$ cat src/hw/rtl/pvd_pkg.sv
`timescale 1ns / 1ps
package pvd_pkg;

	// shortest header that still carries every captured field
	localparam int MIN_HEADER_BYTES = 28;

	// frame start signature "PaVE"
	localparam logic [31:0] SIGNATURE = 32'h5061_5645;

	// largest header plus payload after reset
	localparam logic [24:0] MAX_FRAME_RESET = 25'd65536;

	// header codec byte values
	localparam logic [7:0] HDR_CODEC_AVC = 8'd4;
	localparam logic [7:0] HDR_CODEC_M4V = 8'd3;

	typedef enum logic [2:0] {
		KIND_PAYLOAD  = 3'd0,
		KIND_EMPTY    = 3'd1,
		KIND_OVERSIZE = 3'd2,
		KIND_RESTART  = 3'd3,
		KIND_SHORT    = 3'd4
	} kind_t;

	typedef enum logic [1:0] {
		CODEC_AVC     = 2'd0,
		CODEC_M4V     = 2'd1,
		CODEC_UNKNOWN = 2'd2
	} codec_t;

	typedef enum logic {
		MODE_BYTE    = 1'b0,
		MODE_RESTART = 1'b1
	} mode_t;

	typedef struct packed {
		mode_t      mode;
		logic [7:0] data_byte;
	} item_t;

	typedef struct packed {
		kind_t       kind;
		logic [7:0]  payload_byte;
		logic        first_of_frame;
		logic        last_of_frame;
		codec_t      codec;
		logic [15:0] pic_width;
		logic [15:0] pic_height;
		logic [31:0] timestamp_ms;
		logic [23:0] payload_length;
	} result_t;

endpackage

$ cat src/hw/rtl/pave_video_deframer_core.sv
`timescale 1ns / 1ps
// Video deframer: hunts a byte stream for the "PaVE" signature, parses the
// little-endian header that follows and returns every payload byte tagged
// with codec, display size, timestamp, payload length and first/last marks;
// empty, oversize, short-header and restart-cut frames each give one status
// result. One byte is taken every cycle while item_stall is low; its result,
// if any, goes to the output register, or to the one-entry skid stage behind
// it when the output is stalled; that stage raises item_stall, so a stalled
// output side stops the input only once two results are held.
module pave_video_deframer_core (
	input  logic             clk,
	input  logic             arst_n,
	input  logic             item_valid,
	output logic             item_stall,
	input  pvd_pkg::item_t   item,
	output logic             result_valid,
	input  logic             result_stall,
	output pvd_pkg::result_t result,
	input  logic             cfg_valid,
	output logic             cfg_ready,
	input  logic [24:0]      cfg_data
);

	logic             accept;
	logic             produce;
	logic             take;
	logic [24:0]      max_q;
	pvd_pkg::result_t res;
	pvd_pkg::result_t out_q;
	pvd_pkg::result_t skid_q;
	logic             out_valid_q;
	logic             skid_valid_q;

	assign cfg_ready    = 1'b1;
	assign item_stall   = skid_valid_q;
	assign accept       = item_valid && !skid_valid_q;
	assign take         = out_valid_q && !result_stall;
	assign result_valid = out_valid_q;
	assign result       = out_q;

	// frame size limit register
	always_ff @(posedge clk or negedge arst_n) begin
		if (!arst_n) begin
			max_q <= pvd_pkg::MAX_FRAME_RESET;
		end else if (cfg_valid && cfg_ready) begin
			max_q <= cfg_data;
		end
	end

	pvd_parse u_parse (
		.clk             (clk),
		.arst_n          (arst_n),
		.accept          (accept),
		.beat            (item),
		.max_frame_bytes (max_q),
		.produce         (produce),
		.res             (res)
	);

	// output register with skid stage
	always_ff @(posedge clk or negedge arst_n) begin
		if (!arst_n) begin
			out_valid_q  <= 1'b0;
			skid_valid_q <= 1'b0;
		end else if (skid_valid_q) begin
			if (take) begin
				skid_valid_q <= 1'b0;
			end
		end else if (accept && produce) begin
			if (!out_valid_q || take) begin
				out_valid_q <= 1'b1;
			end else begin
				skid_valid_q <= 1'b1;
			end
		end else if (take) begin
			out_valid_q <= 1'b0;
		end
	end

	// result payload
	always_ff @(posedge clk) begin
		if (skid_valid_q) begin
			if (take)
				out_q <= skid_q;
		end else if (accept && produce) begin
			if (!out_valid_q || take)
				out_q <= res;
			else
				skid_q <= res;
		end
	end

endmodule

$ cat src/hw/rtl/pvd_parse.sv
`timescale 1ns / 1ps
module pvd_parse (
	input  logic             clk,
	input  logic             arst_n,
	input  logic             accept,
	input  pvd_pkg::item_t   beat,
	input  logic [24:0]      max_frame_bytes,
	output logic             produce,
	output pvd_pkg::result_t res
);

	typedef enum logic [1:0] {
		PH_HUNT    = 2'd0,
		PH_HEADER  = 2'd1,
		PH_PAYLOAD = 2'd2
	} phase_t;

	phase_t               phase_q;
	logic [23:0]          recent_q;
	logic [15:0]          hcount_q;
	logic [23:0]          pcount_q;
	pvd_pkg::codec_t      codec_q;
	logic [15:0]          hsize_q;
	logic [23:0]          psize_q;
	logic                 povf_q;
	logic [15:0]          width_q;
	logic [15:0]          height_q;
	logic [31:0]          ts_q;

	pvd_pkg::codec_t      codec_n;
	logic [15:0]          hsize_n;
	logic [23:0]          psize_n;
	logic                 povf_n;
	logic [15:0]          width_n;
	logic [15:0]          height_n;
	logic [31:0]          ts_n;
	logic [15:0]          hcount_n;
	logic                 cap;
	logic [7:0]           b;
	logic                 hdr_short;
	logic                 hdr_done;
	logic                 oversize;
	logic [24:0]          total;
	logic                 sig_hit;
	logic                 pay_last;

	assign b   = beat.data_byte;
	assign cap = (phase_q == PH_HEADER) && (beat.mode == pvd_pkg::MODE_BYTE);

	// header field capture at the current offset
	always_comb begin
		codec_n  = codec_q;
		hsize_n  = hsize_q;
		psize_n  = psize_q;
		povf_n   = povf_q;
		width_n  = width_q;
		height_n = height_q;
		ts_n     = ts_q;
		if (cap) begin
			case (hcount_q)
				16'd5: begin
					if (b == pvd_pkg::HDR_CODEC_AVC)
						codec_n = pvd_pkg::CODEC_AVC;
					else if (b == pvd_pkg::HDR_CODEC_M4V)
						codec_n = pvd_pkg::CODEC_M4V;
					else
						codec_n = pvd_pkg::CODEC_UNKNOWN;
				end
				16'd6:  hsize_n[7:0]    = b;
				16'd7:  hsize_n[15:8]   = b;
				16'd8:  psize_n[7:0]    = b;
				16'd9:  psize_n[15:8]   = b;
				16'd10: psize_n[23:16]  = b;
				16'd11: povf_n          = (b != 8'd0);
				16'd16: width_n[7:0]    = b;
				16'd17: width_n[15:8]   = b;
				16'd18: height_n[7:0]   = b;
				16'd19: height_n[15:8]  = b;
				16'd24: ts_n[7:0]       = b;
				16'd25: ts_n[15:8]      = b;
				16'd26: ts_n[23:16]     = b;
				16'd27: ts_n[31:24]     = b;
				default: ;
			endcase
		end
	end

	// header checks
	assign hcount_n  = hcount_q + 16'd1;
	assign hdr_short = (hcount_n == 16'd8) && (hsize_n < 16'(pvd_pkg::MIN_HEADER_BYTES));
	assign hdr_done  = (hcount_n >= 16'd8) && (hcount_n == hsize_n);
	assign total     = {9'd0, hsize_n} + {1'b0, psize_n};
	assign oversize  = povf_n || (total > max_frame_bytes);
	assign sig_hit   = ({recent_q, b} == pvd_pkg::SIGNATURE);
	assign pay_last  = (({1'b0, pcount_q} + 25'd1) >= {1'b0, psize_q});

	// result for the current beat
	always_comb begin
		produce            = 1'b0;
		res.kind           = pvd_pkg::KIND_PAYLOAD;
		res.payload_byte   = 8'd0;
		res.first_of_frame = 1'b0;
		res.last_of_frame  = 1'b0;
		res.codec          = codec_n;
		res.pic_width      = width_n;
		res.pic_height     = height_n;
		res.timestamp_ms   = ts_n;
		res.payload_length = psize_n;
		if (beat.mode == pvd_pkg::MODE_RESTART) begin
			if (phase_q == PH_HEADER || phase_q == PH_PAYLOAD) begin
				produce  = 1'b1;
				res.kind = pvd_pkg::KIND_RESTART;
			end
		end else begin
			case (phase_q)
				PH_HEADER: begin
					if (hdr_short) begin
						produce  = 1'b1;
						res.kind = pvd_pkg::KIND_SHORT;
					end else if (hdr_done) begin
						if (oversize) begin
							produce  = 1'b1;
							res.kind = pvd_pkg::KIND_OVERSIZE;
						end else if (psize_n == 24'd0) begin
							produce           = 1'b1;
							res.kind          = pvd_pkg::KIND_EMPTY;
							res.last_of_frame = 1'b1;
						end
					end
				end
				PH_PAYLOAD: begin
					produce            = 1'b1;
					res.payload_byte   = b;
					res.first_of_frame = (pcount_q == 24'd0);
					res.last_of_frame  = pay_last;
				end
				default: ;
			endcase
		end
	end

	// parser state
	always_ff @(posedge clk or negedge arst_n) begin
		if (!arst_n) begin
			phase_q  <= PH_HUNT;
			recent_q <= 24'd0;
			hcount_q <= 16'd0;
			pcount_q <= 24'd0;
			codec_q  <= pvd_pkg::CODEC_UNKNOWN;
			hsize_q  <= 16'd0;
			psize_q  <= 24'd0;
			povf_q   <= 1'b0;
			width_q  <= 16'd0;
			height_q <= 16'd0;
			ts_q     <= 32'd0;
		end else if (accept) begin
			if (beat.mode == pvd_pkg::MODE_RESTART) begin
				phase_q  <= PH_HUNT;
				recent_q <= 24'd0;
			end else begin
				case (phase_q)
					PH_HEADER: begin
						codec_q  <= codec_n;
						hsize_q  <= hsize_n;
						psize_q  <= psize_n;
						povf_q   <= povf_n;
						width_q  <= width_n;
						height_q <= height_n;
						ts_q     <= ts_n;
						hcount_q <= hcount_n;
						if (hdr_short) begin
							phase_q  <= PH_HUNT;
							recent_q <= 24'd0;
						end else if (hdr_done) begin
							if (oversize || psize_n == 24'd0) begin
								phase_q  <= PH_HUNT;
								recent_q <= 24'd0;
							end else begin
								pcount_q <= 24'd0;
								phase_q  <= PH_PAYLOAD;
							end
						end
					end
					PH_PAYLOAD: begin
						pcount_q <= pcount_q + 24'd1;
						if (pay_last) begin
							phase_q  <= PH_HUNT;
							recent_q <= 24'd0;
						end
					end
					default: begin
						if (sig_hit) begin
							codec_q  <= pvd_pkg::CODEC_UNKNOWN;
							hsize_q  <= 16'd0;
							psize_q  <= 24'd0;
							povf_q   <= 1'b0;
							width_q  <= 16'd0;
							height_q <= 16'd0;
							ts_q     <= 32'd0;
							hcount_q <= 16'd4;
							pcount_q <= 24'd0;
							recent_q <= 24'd0;
							phase_q  <= PH_HEADER;
						end else begin
							phase_q  <= PH_HUNT;
							recent_q <= {recent_q[15:0], b};
						end
					end
				endcase
			end
		end
	end

endmodule

$ cat config.mk
export PLATFORM = sky130hd
export DESIGN_NAME = pave_video_deframer_core
export DESIGN_NICKNAME = d
export VERILOG_FILES = /design/src/hw/rtl/pvd_pkg.sv /design/src/hw/rtl/pave_video_deframer_core.sv /design/src/hw/rtl/pvd_parse.sv
export SDC_FILE = /design/constraint.sdc
export NUM_CORES = 1
export LEC_CHECK = 0
export BUFFER_PORTS_ARGS = -buffer_cell sky130_fd_sc_hd__buf_4
export CAP_MARGIN = 20
export CORE_MARGIN = 1.5
export CORE_UTILIZATION = 41
export CTS_BUF_LIST = sky130_fd_sc_hd__clkbuf_8
export DETAILED_ROUTE_END_ITERATION = 6
export PLACE_DENSITY = 0.61
export SYNTH_ARGS = -nofsm -noshare
export SYNTH_HDL_FRONTEND = slang
export SYNTH_SLANG_ARGS = --single-unit
$ cat constraint.sdc
create_clock -name clk -period 37.5 [get_ports clk]
set_input_delay 0 -clock clk [delete_from_list [all_inputs] [get_ports clk]]
set_output_delay 0 -clock clk [all_outputs]
set_load 0.01 [all_outputs]
## Word level (Yosys, flattened, before mapping)

Index checks and enable logic that the tools add are counted.

- Bits in registers: 406
- Output and inout bits: 106
- Logic and storage cells: 189

- Add/sub/neg operators: 4
- Magnitude comparators: 4
- Equality and inequality tests: 30
- Multiplexer cells: 87
- Bitwise operators: 4
- Reduce and logical (&&, ||, !) cells: 28

Operator list:

| operator | count |
|---|---|
| $mux 103 | 4 |
| $mux 24 | 11 |
| $pmux 24 s2 | 3 |
| $eq 16x5->1 const B | 8 |
| $pmux 16 s2 | 4 |
| $mux 8 | 13 |
| $eq 16x4->1 const B | 5 |
| $mux 16 | 5 |
| $mux 32 | 2 |
| $pmux 32 s2 | 1 |
| $eq 16x3->1 const B | 3 |
| $logic_not 24->1 | 2 |
| $eq 32x31->1 const B | 1 |
| $add 16x24->25 | 1 |
| $add 24x1->25 const B | 1 |
| $ge 25x24->1 | 1 |
| $gt 25x25->1 | 1 |
| $add 24x1->24 const B | 1 |
| $mux 2 | 12 |
| $mux 1 | 21 |
| $add 16x1->16 const B | 1 |
| $eq 16x16->1 | 1 |
| $ge 16x4->1 const B | 1 |
| $lt 16x5->1 const B | 1 |
| 24 further kinds | 53 |

## Depth between registers and ports, before layout

Gate-level depths: netlist (run 1).

- Word-level depth: 14
- Mapped depth: 33

## Hierarchy

From an unflattened synthesis (run 1), not the netlist that was laid out.

- Cell total of the unflattened synthesis: 1758
- Area, all modules: 20981.4 µm²

Modules (own cells, without submodules):

| module | instances | cells each | area each (µm²) | seq. area each (µm²) |
|---|---|---|---|---|
| pvd_parse | 1 | 1371 | 12400.6 | 4330.4 |
| pave_video_deframer_core | 1 | 387 | 8580.7 | 6862.8 |

## Worst setup path before layout (run 1)

OpenSTA, ideal clock, no wires.

- Kind: reg-to-reg
- Start: register u_parse.phase_q[1]
- End: register out_q, in the netlist result[0], enable pin
- Setup time: 0.722 ns
- Arrival time: 13.053 ns
- Setup slack: 23.724 ns
- Cell stages (with the launch flop): 31
- Clock period less this slack: 13.776 ns
- Cell sequence: dfrtp_1 -> inv_1 -> ha_1 -> nor4b_1 -> nand2_1 -> nor2_1 -> clkbuf_1 -> nand2_1 -> o21ai_0 -> inv_1 -> fa_1 -> nor2b_1 -> nor2_1 -> maj3_1 -> a21oi_1 -> nand4_1 -> a21oi_1 -> o31ai_1 -> a21boi_0 -> xor2_1 -> ha_1 -> and3_1 -> and4_1 -> nand4_1 -> a311oi_1 -> a211oi_1 -> o21a_1 -> nor2b_1 -> nor2_1 -> a21oi_1 -> a21boi_0

RTL lines:

| element | line | source |
|---|---|---|
| from (decl) | pvd_parse.sv:18 | `phase_t phase_q;` |
| from (signal assigned) | pvd_parse.sv:145 | `phase_q <= PH_HUNT;` |
| from (signal assigned) | pvd_parse.sv:158 | `phase_q <= PH_HUNT;` |
| from (signal assigned) | pvd_parse.sv:172 | `phase_q <= PH_HUNT;` |
| to (signal assigned) | pave_video_deframer_core.sv:84 | `out_q <= skid_q;` |
| to (signal assigned) | pave_video_deframer_core.sv:87 | `out_q <= res;` |
| to (decl) | pave_video_deframer_core.sv:29 | `pvd_pkg::result_t out_q;` |

==> qor.yml, run 1 <==
reg2reg_from: "u_parse.phase_q[1]$_DFFE_PN0P_"
ys_types: 78
critPathArrivalTime_ns: 10.11
reg2reg_depth: 30
drt-initial-drc-count: 1195
start_util: 0.418
viasPerCell: 5.60
cts_max_level: 3
relSlewSlack: 0.327
p_int_uw: 700
hold_viol: 0
peakVddDrop_mv: 0.0301
fmax_mhz: 102
p_leak_uw: 0.0106
numCtsBuffers: 71
cts_max_path_buffers: 3
first_pass_iters: 5
synth_area_per_cell_sq_um: 11.5
tightest_slew_ns: 1.01
maxCapViolCount: 0
cp-start-kind: "flop"
cts_tree: "done"
drtAntennaViolNets: 0
die-area_sq_um: 51500
root_buffer: "clkbuf_8"
worst_path_most_repeated_cell: "a21oi_1"
seq_area_frac_synth: 0.544
synth-edff-count: 206
clkLatencyLatePin_ns: 0.66
rows: 81
ctsResizeCount: 0
worstHoldPathType: "in2reg"
final_common_cell: "edfxtp_1"
syn_to_final_growth_pct: 19.5
clock_sink_count: 406
io_buffers: 143
post_route_cells_drive_above_1_share: 0.216
wl_per_cell_um: 21.4
netlist_instances: 1794
min-delay-start: "item_valid"
synthArstFlopShare: 0.493
gp_congestion: 0.868
synth.cell_area_sq_um: 20600
vias: 15300
clkPwrFrac: 0.443
wl_um: 58500
dominantRegCellSynth: "edfxtp_1"
endpoint_kind: "flop"
critPathRequiredTime_ns: 37.81
grt_use_total: 0.227
synth_top_area_share: 0.301
die_w_um: 227
diodes: 0
synth_nets: 1905
cp_slowest_cell: "nor4b_1"
switching_share: 0.234
crit_path_max_incr_delay_ns: 0.79
die_h_um: 227
p_sw_uw: 213
clkTransAtPathRegs_ns: 0.06
fillerInstances: 4452
period_needed_ns: 9.80
period_share: 0.261
maxSlewViolCount: 0
hold_end: "u_parse.phase_q[1]$_DFFE_PN0P_"
powerDensity_nw_per_um2: 37.1
place_hpwl_um: 37800
drc: 0
synth-seq-cells: 406
synth_top_cells_by_area: "edfxtp_1, dfrtp_1, mux2_2, a22o_1, ha_1"
fin_setup_tns_ns: 0
grt_pass1_wl_um: 89000
whs_path_depth: 5
grt_max_degree: 87
finalClockSkew_ns: 0.0398
yosysTopAreaCell: "edfxtp_1"
seqPwrFrac: 0.517
postPlaceCellArea_sq_um: 22300
status: "completed"
ys_warn_count: 0
mostFrequentLayoutCells: "edfxtp_1, dfrtp_1, nand2_1"
grt-ovfl-total: 0
num_io_pins: 145
antenna_found_initial: 0
grt_pass1_vias: 15200
crit_type: "reg2reg"
post-route-cell-area_sq_um: 24600
r2r-end: "skid_q[43]$_DFFE_PP_"
rsz0062_at_grt: "false"
comb_power_share: 0.040
cp_max_fo: 51
core_sq_um: 49300
r2r_slack_ns: 27.70
finalSetupViolations: 0
nNetsFinal: 2122
cells by family after synthesis:
| kind of cell | share of synthesized area |
|---|---|
| AOI/OAI and AO/OA | 0.133 |
| xor gates and xnor gates | 0.0302 |
| adders and majority gates | 0.0446 |
| buffers and inverters | 0.0362 |
| DFF | 0.544 |
| muxes | 0.0945 |
| other | 0.000182 |
| and+or+nand+nor | 0.117 |
routing by layer:
metal  global-route usage  vias to the layer above  share of wire
met2                0.358                      371           0.47
li1                     -                     7090              -
met4               0.0799                        0          0.025
met3               0.0348                       96          0.046
met1                0.320                     7739           0.46
met5                    0                        -              0
cell usage after synthesis (all sizes together) (9+ instances only):
| master | number |
|---|---|
| inv | 83 |
| nor2 | 65 |
| xnor2 | 44 |
| mux2 | 159 |
| mux2i | 14 |
| o21ai | 130 |
| dfrtp | 198 |
| a21o | 21 |
| nand3 | 40 |
| xor2 | 27 |
| ha | 71 |
| nand2 | 178 |
| o31ai | 11 |
| nor2b | 10 |
| a22o | 125 |
| nand2b | 9 |
| and2 | 12 |
| and3 | 23 |
| nor3 | 33 |
| edfxtp | 206 |
| nand4 | 39 |
| buf | 15 |
| clkbuf | 91 |
| a21oi | 51 |
| nor4 | 32 |
critical path: cells and delay by family (launching register included):
family / cells / cell delay, ns
simple gates: 9 / 2.96
xor+xnor: 1 / 0.16
fa+ha+maj: 3 / 1.09
compound gates: 14 / 3.87
flops: 1 / 0.38
buf+inv: 3 / 0.87
cell type report:
| class | count | area (sq um) | share of cell area |
|---|---|---|---|
| clock buffers | 85 | 1170 | 0.0476 |
| clock inverters | 46 | 246 | 0.0100 |
| inverters | 85 | 322 | 0.0131 |
| multi-input cells | 1197 | 8690 | 0.353 |
| flip-flops and latches | 406 | 11200 | 0.455 |
| well taps | 664 | 831 | 0.0338 |
| repair buffers | 250 | 2140 | 0.0870 |
power by group through the flow:
stage	Clock [uW]	Combinational, uW	Sequential, uW
2_1_floorplan	0	12.4	480
3_3_place_gp	0	27.1	480
3_5_place_dp	0	27.6	480
4_1_cts	414	36.7	472
5_1_grt	432	40.4	472
6_report	404	36.8	472
worst max-delay path by stage:
stage	start	to	slack (ns)
2_1_floorplan	u_parse.phase_q[1]$_DFFE_PN0P_	result[0]$_DFFE_PP_	23.72
3_3_place_gp	u_parse.phase_q[1]$_DFFE_PN0P_	skid_q[36]$_DFFE_PP_	28.17
3_5_place_dp	u_parse.phase_q[1]$_DFFE_PN0P_	skid_q[34]$_DFFE_PP_	27.98
4_1_cts	u_parse.phase_q[1]$_DFFE_PN0P_	skid_q[94]$_DFFE_PP_	27.89
5_1_grt	u_parse.phase_q[1]$_DFFE_PN0P_	skid_q[94]$_DFFE_PP_	27.01
6_report	u_parse.phase_q[1]$_DFFE_PN0P_	skid_q[43]$_DFFE_PP_	27.70
state kept, by name, indices dropped and copies added, names as in the netlist, 2 cells and up:
name and cells:
skid_q 103, u_parse.pcount_q 24, u_parse.psize_q 24, u_parse.recent_q 24, u_parse.height_q 16, u_parse.phase_q 2, max_q 25, u_parse.codec_q 2
u_parse.hsize_q 16, u_parse.hcount_q 16, u_parse.width_q 16, result 103, u_parse.ts_q 32
repair_timing:
action	4_1_cts	5_1_grt
setup buffers	0	0
hold buffers	87	0
hold endpoints to repair	196	0
per-stage QoR:
| step | worst slack (ns) | hold WS, ns | util | cells | power [uW] |
|---|---|---|---|---|---|
| after floorplan | 23.72 | -0.296 | - | 1794 | 492 |
| after global placement | 28.17 | 0.126 | 0.452 | 2514 | 507 |
| after detailed placement | 27.98 | 0.131 | 0.452 | 2514 | 508 |
| after CTS | 27.89 | 0.0562 | 0.499 | 2732 | 922 |
| after global routing | 27.01 | 0.157 | 0.499 | 2733 | 944 |
| final | 27.70 | 0.130 | 0.499 | 2733 | 913 |
No activity file was read; power rests on OpenSTA's default activity.
==> run 2: changes to the inputs <==
--- a/config.mk
+++ b/config.mk
@@ -11,7 +11,7 @@
 export CORE_UTILIZATION = 41
 export CTS_BUF_LIST = sky130_fd_sc_hd__clkbuf_8
 export DETAILED_ROUTE_END_ITERATION = 6
-export PLACE_DENSITY = 0.61
+export PLACE_DENSITY = 0.63
 export SYNTH_ARGS = -nofsm -noshare
 export SYNTH_HDL_FRONTEND = slang
 export SYNTH_SLANG_ARGS = --single-unit
==> constraint.sdc (replaced) <==
create_clock -name clk -period 7.9 [get_ports clk]
set_input_delay 0 -clock clk [delete_from_list [all_inputs] [get_ports clk]]
set_output_delay 0 -clock clk [all_outputs]
set_load 0.01 [all_outputs]
==> run 2 against run 1 <==
  * Cell count grew 0.80%
  * Largest cell class unchanged
  * Sequential share of layout area is 0.51 points lower
  * Via count increased by 1.0%
  * Critical path depth grew 3
  * Core utilization up 0.56 points
  * Clock power increased to 4.8 times the previous value
  * Global-route usage hardly changed
  * First-iteration DRC count is 20% higher
==> qor.yml, run 2 (synthesis results as in run 1) <==
finalSetupViolations: 0
die_h_um: 227
worstHoldPathType: "in2reg"
peakVddDrop_mv: 0.0951
cp-start-kind: "flop"
first_pass_iters: 5
critPathRequiredTime_ns: 8.23
period_share: 0.933
final_common_cell: "edfxtp_1"
crit_path_max_incr_delay_ns: 0.52
die_w_um: 227
vias: 15400
mostFrequentLayoutCells: "edfxtp_1, dfrtp_1, buf_4"
stdcell_count: 2755
gp_congestion: 0.891
relSlewSlack: 0.275
grt.met1_usage: 0.321
status: "completed"
cts_max_path_buffers: 3
grt_use_total: 0.228
crit_type: "reg2reg"
fmax_mhz: 136
dp.cells: 2532
root_buffer: "clkbuf_8"
maxCapViolCount: 0
cts_max_level: 3
core_sq_um: 49300
endpoint_kind: "flop"
use_met3: 0.0342
grt_max_degree: 82
clkLatencyLatePin_ns: 0.65
wl_per_cell_um: 21.3
met2_usage: 0.356
antenna_found_initial: 1
viasPerCell: 5.61
clock_sink_count: 406
maxSlewViolCount: 0
seqPwrFrac: 0.516
place_hpwl_um: 38000
clkPwrFrac: 0.443
p_sw_uw: 1010
finalClockSkew_ns: 0.0348
clkTransAtPathRegs_ns: 0.07
fin_setup_tns_ns: 0
nNetsFinal: 2145
drt-initial-drc-count: 1439
drtAntennaViolNets: 0
hold_viol: 0
tightest_slew_ns: 1.08
p_int_uw: 3330
comb_power_share: 0.040
numCtsBuffers: 70
io_buffers: 143
rows: 81
critPathArrivalTime_ns: 7.70
powerDensity_nw_per_um2: 174
period_needed_ns: 7.37
grt_pass1_wl_um: 89300
die-area_sq_um: 51500
top_usage_layer: "met2"
post_route_cells_drive_above_1_share: 0.228
wl_um: 58600
syn_to_final_growth_pct: 20.9
grt_pass1_vias: 15100
switching_share: 0.232
drc: 0
grt-ovfl-total: 0
cp_max_fo: 37
cp_slowest_cell: "or4b_4"
start_util: 0.418
p_leak_uw: 0.0107
rsz0062_at_grt: "false"
num_io_pins: 145
cts_tree: "done"
## run 2: changes by cell type in the layout (fill, tap and decap cells not counted), sizes merged
cell	change
diode	+1
buf	+23
clkinv	-4
clkbuf	+2
clkinvlp	+1
inv	-1
## run 2: worst max-delay path, delay by kind of cell (launching register included)
kind / cells / cell delay [ns]
XOR/XNOR: 1 / 0.10
adder cells (fa/ha/maj): 5 / 1.42
multiplexers: 1 / 0.30
AND/OR/NAND/NOR: 11 / 2.42
AO/OA/AOI/OAI: 9 / 1.50
buffers and inverters: 6 / 0.91
flip-flops: 1 / 0.38
## run 2: power by group through the flow
stage                     sequential, uW  combinational [uW]  clock [uW]
after floorplan                     2280                59.1           0
after global placement              2280                 128           0
after detailed placement            2280                 130           0
after CTS                           2240                 173        1970
after global routing                2240                 192        2070
final                               2240                 176        1920
## run 2: final timing paths
| path | slack [ns] | cells after the start | startpoint | to |
|---|---|---|---|---|
| max reg2reg | 0.53 | 33 | u_parse.phase_q[1]$_DFFE_PN0P_ | result[73]$_DFFE_PP_ |
| max in group asynchronous | 6.52 | 4 | arst_n | u_parse.height_q[9]$_DFFE_PN0P_ |
| max | 0.53 | 33 | u_parse.phase_q[1]$_DFFE_PN0P_ | result[73]$_DFFE_PP_ |
| min | 0.13 | 5 | item_valid | u_parse.psize_q[1]$_DFFE_PN0P_ |
| min in group asynchronous | 0.47 | 3 | arst_n | max_q[16]$_DFFE_PN1P_ |
| min reg2reg | 0.50 | 2 | u_parse.psize_q[1]$_DFFE_PN0P_ | u_parse.psize_q[1]$_DFFE_PN0P_ |
## run 2: repair_timing
action,in CTS,in global routing
hold buffers,87,0
endpoints found under the hold margin,157,0
resized for setup,0,13
setup endpoints to repair,0,251
setup buffers,0,3
## run 2: final cells by class
| cell class | instances | area (sq um) |
|---|---|---|
| fillers | 4386 | 24400 |
| flip-flops and latches | 406 | 11200 |
| multi-input cells | 1197 | 8720 |
| repair buffers | 274 | 2380 |
| clock buffers | 86 | 1180 |
| well taps | 664 | 831 |
| inverters | 85 | 322 |
| clock inverters | 42 | 236 |
| diodes | 1 | 2.50 |
## run 2: layer usage
layer	up-vias	part of all wire
met1	7703	0.45
met2	520	0.47
li1	7134	-
met3	92	0.053
met4	0	0.026
met5	-	0
## run 2: through the flow
stage                     total power, uW  cell area, sq um  worst slack (ns)   util  hold WS, ns
after floorplan                      2340             20600            0.0273      -       -0.296
after global placement               2410             22400             0.583  0.455       0.0912
after detailed placement             2410             22400             0.335  0.455       0.0967
after CTS                            4390             24700             0.292  0.502       0.0569
after global routing                 4500             24900            0.0474  0.505        0.131
final                                4340             24900             0.526  0.505        0.131
==> run 3: changes to the inputs <==
--- a/config.mk
+++ b/config.mk
@@ -5,6 +5,7 @@
 export SDC_FILE = /design/constraint.sdc
 export NUM_CORES = 1
 export LEC_CHECK = 0
+export ABC_AREA = 1
 export BUFFER_PORTS_ARGS = -buffer_cell sky130_fd_sc_hd__buf_4
 export CAP_MARGIN = 20
 export CORE_MARGIN = 1.5
==> run 3 against run 2 <==
  * Clock-buffer cell count shrank 4
  * Register-to-register slack improved by 0.60 ns
  * Final area increased by 0.99%
  * Non-clock buffer count down 28
  * Die area up 2.7%
  * Global-route usage is 0.42 points higher
==> qor.yml, run 3 <==
ys_warn_count: 0
vias: 17500
rsz0062_at_grt: "false"
cts_max_level: 3
cp_max_fo: 69
worst_path_most_repeated_cell: "nand2_1"
grt_use_total: 0.232
drtAntennaViolNets: 0
post_cts_buffers: 0
endpoint_kind: "flop"
die_w_um: 230
mostFrequentLayoutCells: "nand2_1, inv_1, o21ai_0"
diodes: 0
fin_setup_tns_ns: 0
synth_area_per_cell_sq_um: 8.76
cp_slowest_cell: "buf_4"
clock_sink_count: 406
clkPwrFrac: 0.452
ys_types: 52
yosysTopAreaCell: "edfxtp_1"
wl_per_cell_um: 18.2
crit_path_max_incr_delay_ns: 0.64
critPathArrivalTime_ns: 7.04
p_int_uw: 3390
cts_max_path_buffers: 3
period_share: 0.858
critPathRequiredTime_ns: 8.16
first_pass_iters: 6
worstHoldPathType: "in2reg"
netlist_instances: 2412
synth-edff-count: 206
grt_pass1_wl_um: 95400
finalPower_uw: 4420
cp-start-kind: "flop"
synth_nets: 2523
p_leak_uw: 0.0106
maxSlewViolCount: 0
finalSetupViolations: 0
die-area_sq_um: 52900
viasPerCell: 5.19
post_route_cells_drive_above_1_share: 0.129
seqPwrFrac: 0.507
synth-seq-cells: 406
peakVddDrop_mv: 0.103
seq_area_frac_synth: 0.530
status: "completed"
grt_pass1_vias: 16900
whs_path_depth: 4
clkTransAtPathRegs_ns: 0.06
rows: 83
p_sw_uw: 1020
comb_power_share: 0.041
period_needed_ns: 6.78
num_io_pins: 145
drc: 0
drt-initial-drc-count: 1321
relSlewSlack: 0.264
numCtsBuffers: 73
synth_top_cells_by_area: "edfxtp_1, dfrtp_1, nand2_1, inv_1, o21ai_0"
place_hpwl_um: 41700
finalClockSkew_ns: 0.0304
synth_top_area_share: 0.293
synth_common_cells: "nand2_1, inv_1, o21ai_0"
hold_viol: 0
dominantRegCellSynth: "edfxtp_1"
die_h_um: 230
cts_tree: "done"
clkLatencyLatePin_ns: 0.66
maxCapViolCount: 0
crit_type: "reg2reg"
wl_um: 61500
grt-ovfl-total: 0
grt_max_degree: 119
yosysMostFrequentCell: "nand2_1"
reg2reg_depth: 37
antenna_found_initial: 1
nNetsFinal: 2746
powerDensity_nw_per_um2: 176
root_buffer: "clkbuf_8"
core_sq_um: 51100
synthArstFlopShare: 0.493
io_buffers: 143
gp_congestion: 0.912
syn_to_final_growth_pct: 18.9
start_util: 0.413
final_common_cell: "nand2_1"
switching_share: 0.232
fmax_mhz: 148
tightest_slew_ns: 1.10
synth.cell_area_sq_um: 21100
==> run 3: changes by cell type in the layout (fill, tap and decap cells not counted), moves of 75 or more <==
cell / delta
o21ai_0: +94
mux2_2: -157
nand2_1: +439
inv_1: +283
o22ai_1: +115
a22o_1: -125
nor2_1: +75
==> run 3: path summary, 6_finish.rpt <==
check	from	end	slack (ns)
setup reg to reg	u_parse.hcount_q[0]$_DFFE_PN0P_	result[83]$_DFFE_PP_	1.12
min in group asynchronous	arst_n	max_q[16]$_DFFE_PN1P_	0.47
setup / recovery	u_parse.hcount_q[0]$_DFFE_PN0P_	result[83]$_DFFE_PP_	1.12
hold reg to reg	u_parse.recent_q[16]$_DFFE_PN0P_	u_parse.recent_q[16]$_DFFE_PN0P_	0.47
max in group asynchronous	arst_n	item_stall$_DFF_PN0_	6.42
hold / removal	result_stall	item_stall$_DFF_PN0_	0.25
==> run 3: area by class of cell <==
type / instances / area, sq um
fill: 4790 / 26000
tap: 680 / 851
timing repair buffer: 246 / 2110
multi-input combinational: 1533 / 8080
inverter: 375 / 1410
sequential: 406 / 11200
clock buffer: 82 / 1130
clock inverter: 50 / 334
==> run 3: layer usage <==
metal | track usage | up-vias | part of all wire
li1 | - | 8476 | -
met3 | 0.0410 | 113 | 0.058
met5 | 0 | - | 0
met1 | 0.324 | 8351 | 0.46
met4 | 0.0748 | 0 | 0.029
met2 | 0.365 | 574 | 0.46
==> run 3: worst max-delay path: cells and delay by family, from the launching register on <==
kind	cells	cell delay (ns)
compound gates	5	0.77
fa+ha+maj	4	1.06
buf+inv	6	1.09
flops	1	0.45
simple gates	22	2.89
==> run 3: repair_timing <==
item / 4_1_cts / 5_1_grt
resized for setup: 0 / 0
endpoints found under the hold margin: 150 / 0
hold buffers: 90 / 0
==> run 3: cell families (layout without fill, tap and decap cells) <==
family,after synthesis,in the layout,synth area share
simple gates,973,973,0.200
fa+ha+maj,72,72,0.0430
flops,406,406,0.530
mux,2,2,0.00107
buf+inv,473,753,0.0890
other cells,1,1,0.000178
compound gates,450,450,0.123
xor+xnor,35,35,0.0145
==> run 3: through the flow <==
stage | utilization | instance area, sq um | std cells | hold WS [ns] | worst slack (ns)
finish | 0.492 | 25100 | 3372 | 0.254 | 1.12
CTS | 0.492 | 25100 | 3372 | 0.213 | 1.15
detailed placement | 0.445 | 22700 | 3150 | 0.0606 | 1.19
global route | 0.492 | 25100 | 3372 | 0.265 | 0.511
global placement | 0.445 | 22700 | 3150 | 0.0472 | 1.39
floorplan | - | 21100 | 2412 | -0.296 | 0.0274
==> run 3: power groups by stage <==
stage | logic, uW | registers (uW) | clock network [uW]
after global placement | 134 | 2280 | 0
after CTS | 181 | 2240 | 2040
after detailed placement | 137 | 2280 | 0
after floorplan | 63.1 | 2280 | 0
final | 183 | 2240 | 1990
after global routing | 202 | 2240 | 2130
